**src/azc_pkg.sv**
```systemverilog
// Shared types and constants for the axis zone crossing detector.
`timescale 1ns / 1ps

package azc_pkg;

  // Largest number of thresholds that the block holds.
  localparam int unsigned MaxPoints = 7;

  localparam int unsigned SampleW  = 16;
  localparam int unsigned ZoneW    = 3;
  localparam int unsigned CfgIdxW  = 3;
  localparam int unsigned CfgDataW = 16;

  typedef logic signed [SampleW-1:0] sample_t;
  typedef logic [ZoneW-1:0]          zone_t;

  // Configuration register indexes.
  typedef enum logic [CfgIdxW-1:0] {
    REG_NUM_POINTS  = 3'd0,
    REG_THRESHOLD_0 = 3'd1,
    REG_THRESHOLD_1 = 3'd2,
    REG_THRESHOLD_2 = 3'd3,
    REG_THRESHOLD_3 = 3'd4,
    REG_THRESHOLD_4 = 3'd5,
    REG_THRESHOLD_5 = 3'd6,
    REG_THRESHOLD_6 = 3'd7
  } reg_idx_e;

  // Configuration as seen by the evaluation logic.
  typedef struct packed {
    zone_t                              n_active;
    logic [MaxPoints-1:0][SampleW-1:0]  thr;
  } cfg_t;

  // Outcome of evaluating one sample against the held zone.
  typedef struct packed {
    logic  crossed;
    logic  up;
    zone_t zone;
  } eval_t;

endpackage

```
**src/axis_zone_crossing_detector.sv**
```systemverilog
// Top level of the axis zone crossing detector.
//
//   Channel   Handshake                                  Payload
//   sample    axis_sample_valid_i / axis_sample_stall_o  axis_sample_i
//   result    result_valid_o / result_stall_i            crossed_o, upward_o, zone_now_o
//   config    cfg_we_i                                   cfg_index_i, cfg_wdata_i
//
// One transaction per cycle is sustained while results are not stalled; a
// sample is taken into the input register, which feeds the result register.
// The zone and direction registers close a loop through the comparator
// bank, which sets the rate at one sample per clock.
// Reset gives zone 0, direction up, one threshold point and all thresholds 0.
// A stalled result holds the pipeline; the sample side stalls only when both
// the input register and the result register are full and the result is stalled.
`timescale 1ns / 1ps

module axis_zone_crossing_detector
  import azc_pkg::*;
(
  input  logic                clk_i,
  input  logic                rst_ni,
  input  logic                cfg_we_i,
  input  logic [CfgIdxW-1:0]  cfg_index_i,
  input  logic [CfgDataW-1:0] cfg_wdata_i,
  input  logic                axis_sample_valid_i,
  output logic                axis_sample_stall_o,
  input  sample_t             axis_sample_i,
  output logic                result_valid_o,
  input  logic                result_stall_i,
  output logic                crossed_o,
  output logic                upward_o,
  output zone_t               zone_now_o
);

  cfg_t    cfg;
  eval_t   eval;

  logic    in_valid_q, in_valid_d;
  sample_t sample_q;
  logic    out_valid_q, out_valid_d;
  logic    crossed_q;
  zone_t   zone_q, zone_d;
  logic    dir_q, dir_d;

  logic    out_ready;
  logic    s1_fire;
  logic    in_ready;
  logic    in_take;

  azc_cfg_regs u_cfg_regs (
    .clk_i       (clk_i),
    .rst_ni      (rst_ni),
    .cfg_we_i    (cfg_we_i),
    .cfg_index_i (cfg_index_i),
    .cfg_wdata_i (cfg_wdata_i),
    .cfg_o       (cfg)
  );

  azc_zone_eval u_zone_eval (
    .sample_i (sample_q),
    .cfg_i    (cfg),
    .zone_i   (zone_q),
    .eval_o   (eval)
  );

  // Pipeline flow control.
  assign out_ready           = !out_valid_q || !result_stall_i;
  assign s1_fire             = in_valid_q && out_ready;
  assign in_ready            = !in_valid_q || s1_fire;
  assign in_take             = axis_sample_valid_i && in_ready;
  assign axis_sample_stall_o = !in_ready;

  always_comb begin
    in_valid_d  = in_take ? 1'b1 : (s1_fire ? 1'b0 : in_valid_q);
    out_valid_d = s1_fire ? 1'b1 : (out_ready ? 1'b0 : out_valid_q);
    zone_d      = s1_fire ? eval.zone : zone_q;
    dir_d       = (s1_fire && eval.crossed) ? eval.up : dir_q;
  end

  // Control, zone state and direction state.
  always_ff @(posedge clk_i or negedge rst_ni) begin
    if (!rst_ni) begin
      in_valid_q  <= 1'b0;
      out_valid_q <= 1'b0;
      zone_q      <= '0;
      dir_q       <= 1'b1;
    end else begin
      in_valid_q  <= in_valid_d;
      out_valid_q <= out_valid_d;
      zone_q      <= zone_d;
      dir_q       <= dir_d;
    end
  end

  // Payload registers.
  always_ff @(posedge clk_i) begin
    if (in_take) begin
      sample_q <= axis_sample_i;
    end
    if (s1_fire) begin
      crossed_q <= eval.crossed;
    end
  end

  assign result_valid_o = out_valid_q;
  assign crossed_o      = crossed_q;
  assign upward_o       = dir_q;
  assign zone_now_o     = zone_q;

  // The sample side stalls only while the input register holds a transaction.
  a_stall_needs_item: assert property (@(posedge clk_i) disable iff (!rst_ni)
    axis_sample_stall_o |-> in_valid_q)
    else $error("sample stall without a held transaction");

  // An evaluated sample always lands in the result register.
  a_fire_gives_result: assert property (@(posedge clk_i) disable iff (!rst_ni)
    s1_fire |=> result_valid_o)
    else $error("evaluated sample produced no result");

  // The direction only changes when a crossing is evaluated.
  a_dir_on_cross: assert property (@(posedge clk_i) disable iff (!rst_ni)
    !(s1_fire && eval.crossed) |=> $stable(dir_q))
    else $error("direction changed without a crossing");

  // The zone state only moves when a sample is evaluated.
  a_zone_on_fire: assert property (@(posedge clk_i) disable iff (!rst_ni)
    !s1_fire |=> $stable(zone_q))
    else $error("zone changed without an evaluated sample");

endmodule

```
**src/azc_cfg_regs.sv**
```systemverilog
// Configuration register file: point count and zone thresholds.
`timescale 1ns / 1ps

module azc_cfg_regs
  import azc_pkg::*;
(
  input  logic                clk_i,
  input  logic                rst_ni,
  input  logic                cfg_we_i,
  input  logic [CfgIdxW-1:0]  cfg_index_i,
  input  logic [CfgDataW-1:0] cfg_wdata_i,
  output cfg_t                cfg_o
);

  zone_t                             num_points_q;
  logic [MaxPoints-1:0][SampleW-1:0] thr_q;
  logic [CfgIdxW-1:0]                thr_idx;

  // Threshold k lives at register index k + 1.
  assign thr_idx = cfg_index_i - CfgIdxW'(1);

  // Register writes.
  always_ff @(posedge clk_i or negedge rst_ni) begin
    if (!rst_ni) begin
      num_points_q <= ZoneW'(1);
      thr_q        <= '0;
    end else if (cfg_we_i) begin
      unique case (reg_idx_e'(cfg_index_i))
        REG_NUM_POINTS: begin
          num_points_q <= cfg_wdata_i[ZoneW-1:0];
        end
        default: begin
          thr_q[thr_idx] <= cfg_wdata_i[SampleW-1:0];
        end
      endcase
    end
  end

  // Clamp the point count into the supported range.
  always_comb begin
    cfg_o.thr = thr_q;
    if (num_points_q == '0) begin
      cfg_o.n_active = ZoneW'(1);
    end else if (num_points_q > ZoneW'(MaxPoints)) begin
      cfg_o.n_active = ZoneW'(MaxPoints);
    end else begin
      cfg_o.n_active = num_points_q;
    end
  end

endmodule

```
**src/azc_zone_eval.sv**
```systemverilog
// Comparator bank, crossing test and zone search for one sample.
`timescale 1ns / 1ps

module azc_zone_eval
  import azc_pkg::*;
(
  input  sample_t sample_i,
  input  cfg_t    cfg_i,
  input  zone_t   zone_i,
  output eval_t   eval_o
);

  logic [MaxPoints-1:0] lt;
  logic                 le_first;
  zone_t                n;
  zone_t                n_m1;
  zone_t                z_sat;
  logic                 fire_up;
  logic                 fire_down;
  zone_t                zone_found;

  // One less-than comparator per threshold, plus a less-or-equal test on the first.
  always_comb begin
    for (int i = 0; i < MaxPoints; i++) begin
      lt[i] = sample_i < $signed(cfg_i.thr[i]);
    end
    le_first = sample_i <= $signed(cfg_i.thr[0]);
  end

  assign n    = cfg_i.n_active;
  assign n_m1 = n - ZoneW'(1);

  // A held zone above the top is saturated before it is judged.
  assign z_sat = (zone_i > n) ? n : zone_i;

  // Crossing test against the boundaries of the held zone.
  always_comb begin
    fire_up   = 1'b0;
    fire_down = 1'b0;
    if (z_sat == '0) begin
      fire_up = !lt[0];
    end else if (z_sat == n) begin
      fire_down = lt[n_m1];
    end else begin
      fire_up   = !lt[z_sat];
      fire_down = !lt[z_sat] ? 1'b0 : lt[z_sat - ZoneW'(1)];
    end
  end

  // Zone search: clip at both ends, otherwise bisect on the comparator bits.
  // Three halving steps cover seven thresholds; a step on an adjacent pair
  // leaves the bounds unchanged.
  always_comb begin
    logic [ZoneW-1:0] lo;
    logic [ZoneW-1:0] hi;
    logic [ZoneW:0]   sum;
    logic [ZoneW-1:0] mid;
    lo  = '0;
    hi  = n_m1;
    sum = '0;
    mid = '0;
    for (int s = 0; s < 3; s++) begin
      sum = {1'b0, lo} + {1'b0, hi};
      mid = sum[ZoneW:1];
      if (lt[mid]) begin
        hi = mid;
      end else begin
        lo = mid;
      end
    end
    if (le_first) begin
      zone_found = '0;
    end else if (!lt[n_m1]) begin
      zone_found = n;
    end else begin
      zone_found = hi;
    end
  end

  assign eval_o.crossed = fire_up | fire_down;
  assign eval_o.up      = fire_up;
  assign eval_o.zone    = (fire_up | fire_down) ? zone_found : z_sat;

endmodule

```
**config.mk**
```make
export PLATFORM = sky130hd
export DESIGN_NAME = axis_zone_crossing_detector
export DESIGN_NICKNAME = d
export VERILOG_FILES = /design/src/azc_pkg.sv /design/src/axis_zone_crossing_detector.sv /design/src/azc_cfg_regs.sv /design/src/azc_zone_eval.sv
export SDC_FILE = /design/constraint.sdc
export NUM_CORES = 1
export LEC_CHECK = 0
export BUFFER_PORTS_ARGS = -buffer_cell sky130_fd_sc_hd__buf_2
export CAP_MARGIN = 10
export CORE_UTILIZATION = 45
export CTS_CLUSTER_SIZE = 16
export DETAILED_ROUTE_END_ITERATION = 8
export SYNTH_ARGS = -nofsm -noshare
export SYNTH_HDL_FRONTEND = slang
export SYNTH_SLANG_ARGS = --single-unit
```
**constraint.sdc**
```tcl
create_clock -name clk_i -period 17.8 [get_ports clk_i]
set_clock_uncertainty 0.2 [all_clocks]
set_input_delay 0.89 -clock clk_i [delete_from_list [all_inputs] [get_ports clk_i]]
set_output_delay 0.89 -clock clk_i [all_outputs]
set_load 0.005 [all_outputs]
```
==> impl_metrics.json, run 1 <==
{
  "status": "complete, no violations",
  "pwr-share-comb": 0.483,
  "gp_congestion": 0.902,
  "max_stage_delay_ns": 0.72,
  "slowest_stage": "xnor2_1",
  "start_util": 0.462,
  "p_int_mw": 1.06,
  "synth.distinct_cells": 65,
  "slew_headroom": 0.239,
  "grt_max_degree": 73,
  "ir_drop_uv": 79.0,
  "reg2reg_to": "zone_now_o[1]$_DFFE_PN0P_",
  "period_minus_slack_ns": 7.67,
  "firstDrtPassIters": 5,
  "cp.arrival_ns": 7.81,
  "synth.area.top_cells": "dfrtp_1 (33%), ha_1 (16%), mux2_2 (15%)",
  "placed_cell_area_mm2": 0.00960,
  "cts_tree": "yes",
  "final_cell_mix": "inv_1 (137), mux2_2 (120), dfrtp_1 (119)",
  "synth.cell_area_mm2": 0.00906,
  "grt_usage": 0.231,
  "synth_mux_area_frac": 0.164,
  "clkLatencyLatePin_ns": 0.43,
  "grt_setup_unrepaired": "no",
  "setup_tns_ns": 0,
  "synth_edf_count": 17,
  "cts.htree.levels": 4,
  "num_vias": 6527,
  "fin_ws_ns": 10.13,
  "drc": 0,
  "ys_warn_count": 0,
  "grt_pass1_vias": 6637,
  "synth_adder_area_share": 0.165,
  "core_mm2": 0.0196,
  "synth_compound_gate_area_share": 0.125,
  "area_growth_pct": 13.9,
  "final_common_cell": "inv_1",
  "crit_start": "u_cfg_regs.num_points_q[2]$_DFFE_PN0P_",
  "ys.flop_type": "dfrtp_1",
  "p_sw_mw": 0.654,
  "port_buffers": 46,
  "critical_path.startpoint_type": "flop",
  "drv_slew": 0,
  "synthXorXnorAreaFrac": 0.00580,
  "synth_cells": 863,
  "post-cts-setup-buffers": 0,
  "synth_seq_cells": 138,
  "critPathMaxFanout": 12,
  "worstSetupPathType": "flop to flop",
  "yosys.area.top_type": "dfrtp_1",
  "pre_cts_slack_ns": 10.22,
  "reg2reg_slack_ns": 10.13,
  "worst_setup_path_end_kind": "flop",
  "max-clock-path-buffers": 2,
  "yosys.area_share.simple": 0.0863,
  "fin_crit_sh": 0.431,
  "cts_hold_buf": 0,
  "fp.dieArea_mm2": 0.0207,
  "cts.clk_slew.worst_paths_ns": 0.06,
  "fillCellCount": 1775,
  "drv_cap": 0,
  "post_cts_resized": 0,
  "ant_nets": 0,
  "routedWlPerCell_um": 18.4,
  "worst_pin_slew_ns": 1.14,
  "cts_root_buf": "clkbuf_16",
  "drive_above_1_share": 0.231,
  "std_cell_rows": 51,
  "setup_viol": 0,
  "pwr-share-seq": 0.268,
  "r2r-start": "u_cfg_regs.num_points_q[2]$_DFFE_PN0P_",
  "io_pins": 47,
  "reg2regPathDepth": 23,
  "power.density_mw_per_mm2": 166,
  "hold_viol": 0,
  "final_cell_area_mm2": 0.0103,
  "hpwlAfterDp_mm": 16.0,
  "synthArstFlopShare": 0.877,
  "fmax_ghz": 0.130,
  "p_sw_frac": 0.382,
  "drtIter0Drc": 333,
  "grt_pass1_wl_mm": 35.6,
  "cts_made_buffers": 17,
  "die_h_um": 144,
  "worstPathRequired_ns": 17.95,
  "power_frac_clock": 0.250,
  "syn_avg_cell_area_um2": 10.5,
  "synth_top_family_by_area": "adder cells",
  "antenna_found_initial": 0,
  "nNetsFinal": 1078,
  "synth_nets": 1022,
  "clock_sinks": 138,
  "insertedDiodeCount": 0,
  "die-width_um": 144,
  "min_path_type": "flop to flop",
  "wl_mm": 22.0,
  "endpoint": "zone_now_o[1]$_DFFE_PN0P_",
  "netlist.area_leader.share": 0.329,
  "vias_per_cell": 5.45,
  "crit_chain": "o21bai_1 > inv_1 > ha_1 > xnor2_1 > mux2_2 > or2_2 > nor2_1 > ha_1 > nor3_1 > a221o_1 > a32oi_2 > o21ai_0 > o221ai_1 > and2_1 > mux2i_1 > inv_1 > fa_1 > xor2_1 > mux4_2 > nand2b_1 > o22ai_2 > mux2_4 > o221ai_2",
  "synth_seq_area_share": 0.391,
  "fin_total_pwr_mw": 1.71,
  "p_leak_nw": 4.97,
  "grt.overflow.total": 0
}
per-stage QoR:
stage | utilization | hold slack (ns) | std cells
after floorplan | - | 0.249 | 863
after global placement | 0.490 | 0.246 | 1165
after detailed placement | 0.490 | 0.257 | 1165
after CTS | 0.527 | 0.268 | 1197
after global routing | 0.527 | 0.294 | 1197
final | 0.527 | 0.262 | 1197
Yosys cell counts, drive strengths merged (4+ instances only):
cell type	count
clkbuf	11
nor3	14
nand3	14
mux2i	10
o21ai	37
inv	137
a221oi	4
and3	7
nor2	32
a211oi	11
nand2b	11
and2	5
nor2b	9
a21o	15
nand2	38
o21a	7
edfxtp	17
nand4	17
o22ai	7
ha	118
dfrtp	119
a31oi	4
a21oi	37
mux2	121
worst max-delay path, delay by kind of cell (launching register included):
family / cells / cell delay [ns]
xor gates and xnor gates: 2 / 1.09
adders and majority gates: 3 / 0.93
AOI/OAI and AO/OA: 7 / 2.10
muxes: 4 / 1.58
and+or+nand+nor: 5 / 0.85
DFF: 1 / 0.49
buffers and inverters: 2 / 0.34
worst min-delay path by stage:
| stage | startpoint | to | slack (ns) | depth (start not counted) |
|---|---|---|---|---|
| 3_5_place_dp | upward_o$_DFFE_PN1P_ | upward_o$_DFFE_PN1P_ | 0.26 | 2 |
| 3_3_place_gp | upward_o$_DFFE_PN1P_ | upward_o$_DFFE_PN1P_ | 0.25 | 2 |
| 6_report | upward_o$_DFFE_PN1P_ | upward_o$_DFFE_PN1P_ | 0.26 | 2 |
| 2_1_floorplan | upward_o$_DFFE_PN1P_ | upward_o$_DFFE_PN1P_ | 0.25 | 2 |
| 5_1_grt | upward_o$_DFFE_PN1P_ | upward_o$_DFFE_PN1P_ | 0.29 | 2 |
| 4_1_cts | upward_o$_DFFE_PN1P_ | upward_o$_DFFE_PN1P_ | 0.27 | 2 |
power by group through the flow:
stage               Clock [mW]  Sequential [mW]  Combinational [mW]
CTS                      0.435            0.458               0.826
floorplan                    0            0.446               0.641
global route             0.447            0.469               0.935
detailed placement           0            0.463               0.817
finish                   0.428            0.458               0.828
global placement             0            0.460               0.812
cell type report:
cell class,count,area [µm²],share of cell area
inverters,137,514,0.0498
flip-flops and latches,138,3540,0.343
repair buffers,49,255,0.0247
clock buffers,20,489,0.0474
well taps,265,332,0.0321
clock inverters,12,230,0.0223
multi-input cells,576,4950,0.480
sequential cells by signal, summed over array words and instances (netlist names):
register,cells
crossed_o,1
in_valid_q,1
result_valid_o,1
sample_q,16
u_cfg_regs.cfg_o,112
u_cfg_regs.num_points_q,3
upward_o,1
zone_now_o,3
layer usage:
layer / track usage / part of all wire / vias up / wire [µm]
met5: 0 / 0 / - / 0
met4: 0.0605 / 0.014 / 0 / 318
met3: 0.0390 / 0.028 / 25 / 621
met2: 0.378 / 0.47 / 106 / 10300
met1: 0.314 / 0.49 / 3179 / 10700
li1: - / - / 3217 / -
cells by family after synthesis:
family | after synthesis
AO/OA/AOI/OAI | 163
multiplexers | 132
flip-flops | 138
adder cells (fa/ha/maj) | 119
XOR/XNOR | 6
buffers and inverters | 149
AND/OR/NAND/NOR | 156
Note: power is estimated with default switching activity, not from simulation.
==> inputs of run 2 (changes only) <==
- clock period: 17.8 -> 6.29 ns (I/O delays scaled with it)
==> run 2 against run 1 <==
Net effect:
- clock power is 150% higher
- routed wire length is 3.0% higher
- sequential cell count stayed put
- maximum frequency is 23% higher
- critical endpoint unchanged
- critical path depth is 2 higher
- via count is 6.1% higher
- worst hold slack worse by 0.24 ns
==> impl_metrics.json, run 2 (synthesized netlist as in run 1, its figures left out) <==
{
  "holdWs_ns": 0.0202,
  "worstSetupPathType": "flop to flop",
  "final_cell_mix": "inv_1 (135), dfrtp_1 (119), mux2_2 (118)",
  "cts.clk_slew.worst_paths_ns": 0.06,
  "fin_ws_ns": 0.0681,
  "cts_made_buffers": 17,
  "drtIter0Drc": 345,
  "grt_pass1_vias": 6795,
  "hpwlAfterDp_mm": 16.6,
  "cts.htree.levels": 4,
  "area_growth_pct": 24.8,
  "drv_cap": 0,
  "multi_input_area_mm2": 0.00526,
  "grt_usage": 0.236,
  "worst_pin_slew_ns": 1.02,
  "drc": 0,
  "port_buffers": 46,
  "period_minus_slack_ns": 6.22,
  "clock_sinks": 138,
  "r2r-start": "sample_q[7]$_DFFE_PP_",
  "wl_mm": 22.6,
  "drive_above_1_share": 0.319,
  "firstDrtPassIters": 5,
  "die-width_um": 144,
  "ir_drop_uv": 315,
  "min-delay-start": "cfg_wdata_i[8]",
  "drv_slew": 0,
  "clkLatencyLatePin_ns": 0.43,
  "max_stage_delay_ns": 0.52,
  "core_mm2": 0.0196,
  "insertedDiodeCount": 0,
  "antenna_found_initial": 0,
  "start_util": 0.462,
  "io_pins": 47,
  "gp_congestion": 0.939,
  "slowest_stage": "mux4_2",
  "placedCellCount": 1228,
  "slew_headroom": 0.316,
  "critPathMaxFanout": 4,
  "power.density_mw_per_mm2": 469,
  "vias_per_cell": 5.35,
  "fmax_ghz": 0.161,
  "seqCellArea_mm2": 0.00354,
  "fin_crit_sh": 0.989,
  "min_path_type": "input pin to flop",
  "stdcell_count": 1293,
  "setup_tns_ns": 0,
  "std_cell_rows": 51,
  "grt_setup_unrepaired": "yes",
  "setup_viol": 0,
  "nNetsFinal": 1174,
  "ant_nets": 0,
  "fillCellCount": 1740,
  "fp.dieArea_mm2": 0.0207,
  "status": "complete, no violations",
  "grt_max_degree": 66,
  "routedWlPerCell_um": 17.5,
  "max-clock-path-buffers": 2,
  "worst_setup_path_end_kind": "flop",
  "fin_util": 0.577,
  "cts_root_buf": "clkbuf_16",
  "largest_reg_flops": 112,
  "grt_pass1_wl_mm": 36.5,
  "critical_path.startpoint_type": "flop",
  "grt.overflow.total": 0,
  "final_common_cell": "inv_1",
  "worstPathRequired_ns": 6.43,
  "p_leak_nw": 5.43,
  "hold_viol": 0,
  "die_h_um": 144,
  "cp.arrival_ns": 6.36,
  "pre_cts_slack_ns": -0.217,
  "crit_start": "sample_q[7]$_DFFE_PP_",
  "cts_tree": "yes",
  "num_vias": 6922
}
==> run 2: critical path: cells and delay by family, from the launching register on <==
kind,cells,cell delay (ns)
xor gates and xnor gates,1,0.21
buffers and inverters,1,0.07
adders and majority gates,3,0.90
and+or+nand+nor,6,0.77
DFF,1,0.44
AOI/OAI and AO/OA,8,1.74
muxes,6,1.81
==> run 2: report_power, final <==
group          leakage [nW]  internal (mW)  switching [mW]  total, mW
sequential             1.62           1.15           0.130       1.28
clock                 0.293          0.631           0.420       1.05
combinational          3.52           1.49            1.49       2.97
==> run 2: area by class of cell <==
cell class	count	area share
Clock buffer	17	0.0376
Clock inverter	15	0.0164
Inverter	137	0.0455
Sequential cell	138	0.313
Tap cell	265	0.0293
Multi-Input combinational cell	576	0.466
Timing Repair Buffer	145	0.0921
==> run 2: worst paths after layout <==
| check | end | slack (ns) | depth (start not counted) |
|---|---|---|---|
| hold reg to reg | upward_o$_DFFE_PN1P_ | 0.27 | 2 |
| hold / removal | u_cfg_regs.cfg_o[72]$_DFFE_PN0P_ | 0.02 | 2 |
| max in group asynchronous | u_cfg_regs.cfg_o[49]$_DFFE_PN0P_ | 4.24 | 3 |
| setup reg to reg | zone_now_o[1]$_DFFE_PN0P_ | 0.07 | 25 |
| setup / recovery | zone_now_o[1]$_DFFE_PN0P_ | 0.07 | 25 |
| min in group asynchronous | u_cfg_regs.cfg_o[90]$_DFFE_PN0P_ | 0.30 | 2 |
==> run 2: repair_timing <==
item / CTS / global route
endpoints found under the setup margin: 3 / 3
pin swaps: 11 / 21
setup buffers: 3 / 10
hold buffers: 20 / 0
endpoints found under the hold margin: 74 / 0
resized for setup: 17 / 41
==> run 2: per-layer routing <==
layer / track usage / vias up / wire, µm
met5: 0 / - / 0
li1: - / 3416 / -
met4: 0.0683 / 0 / 374
met1: 0.316 / 3366 / 10800
met3: 0.0397 / 18 / 613
met2: 0.390 / 122 / 10900
==> run 2: stage by stage <==
| stage | power [mW] | cell area (µm²) |
|---|---|---|
| final | 5.30 | 11300 |
| after detailed placement | 3.98 | 10100 |
| after floorplan | 3.11 | 9090 |
| after global placement | 3.95 | 10100 |
| after CTS | 5.16 | 11000 |
| after global routing | 5.73 | 11300 |
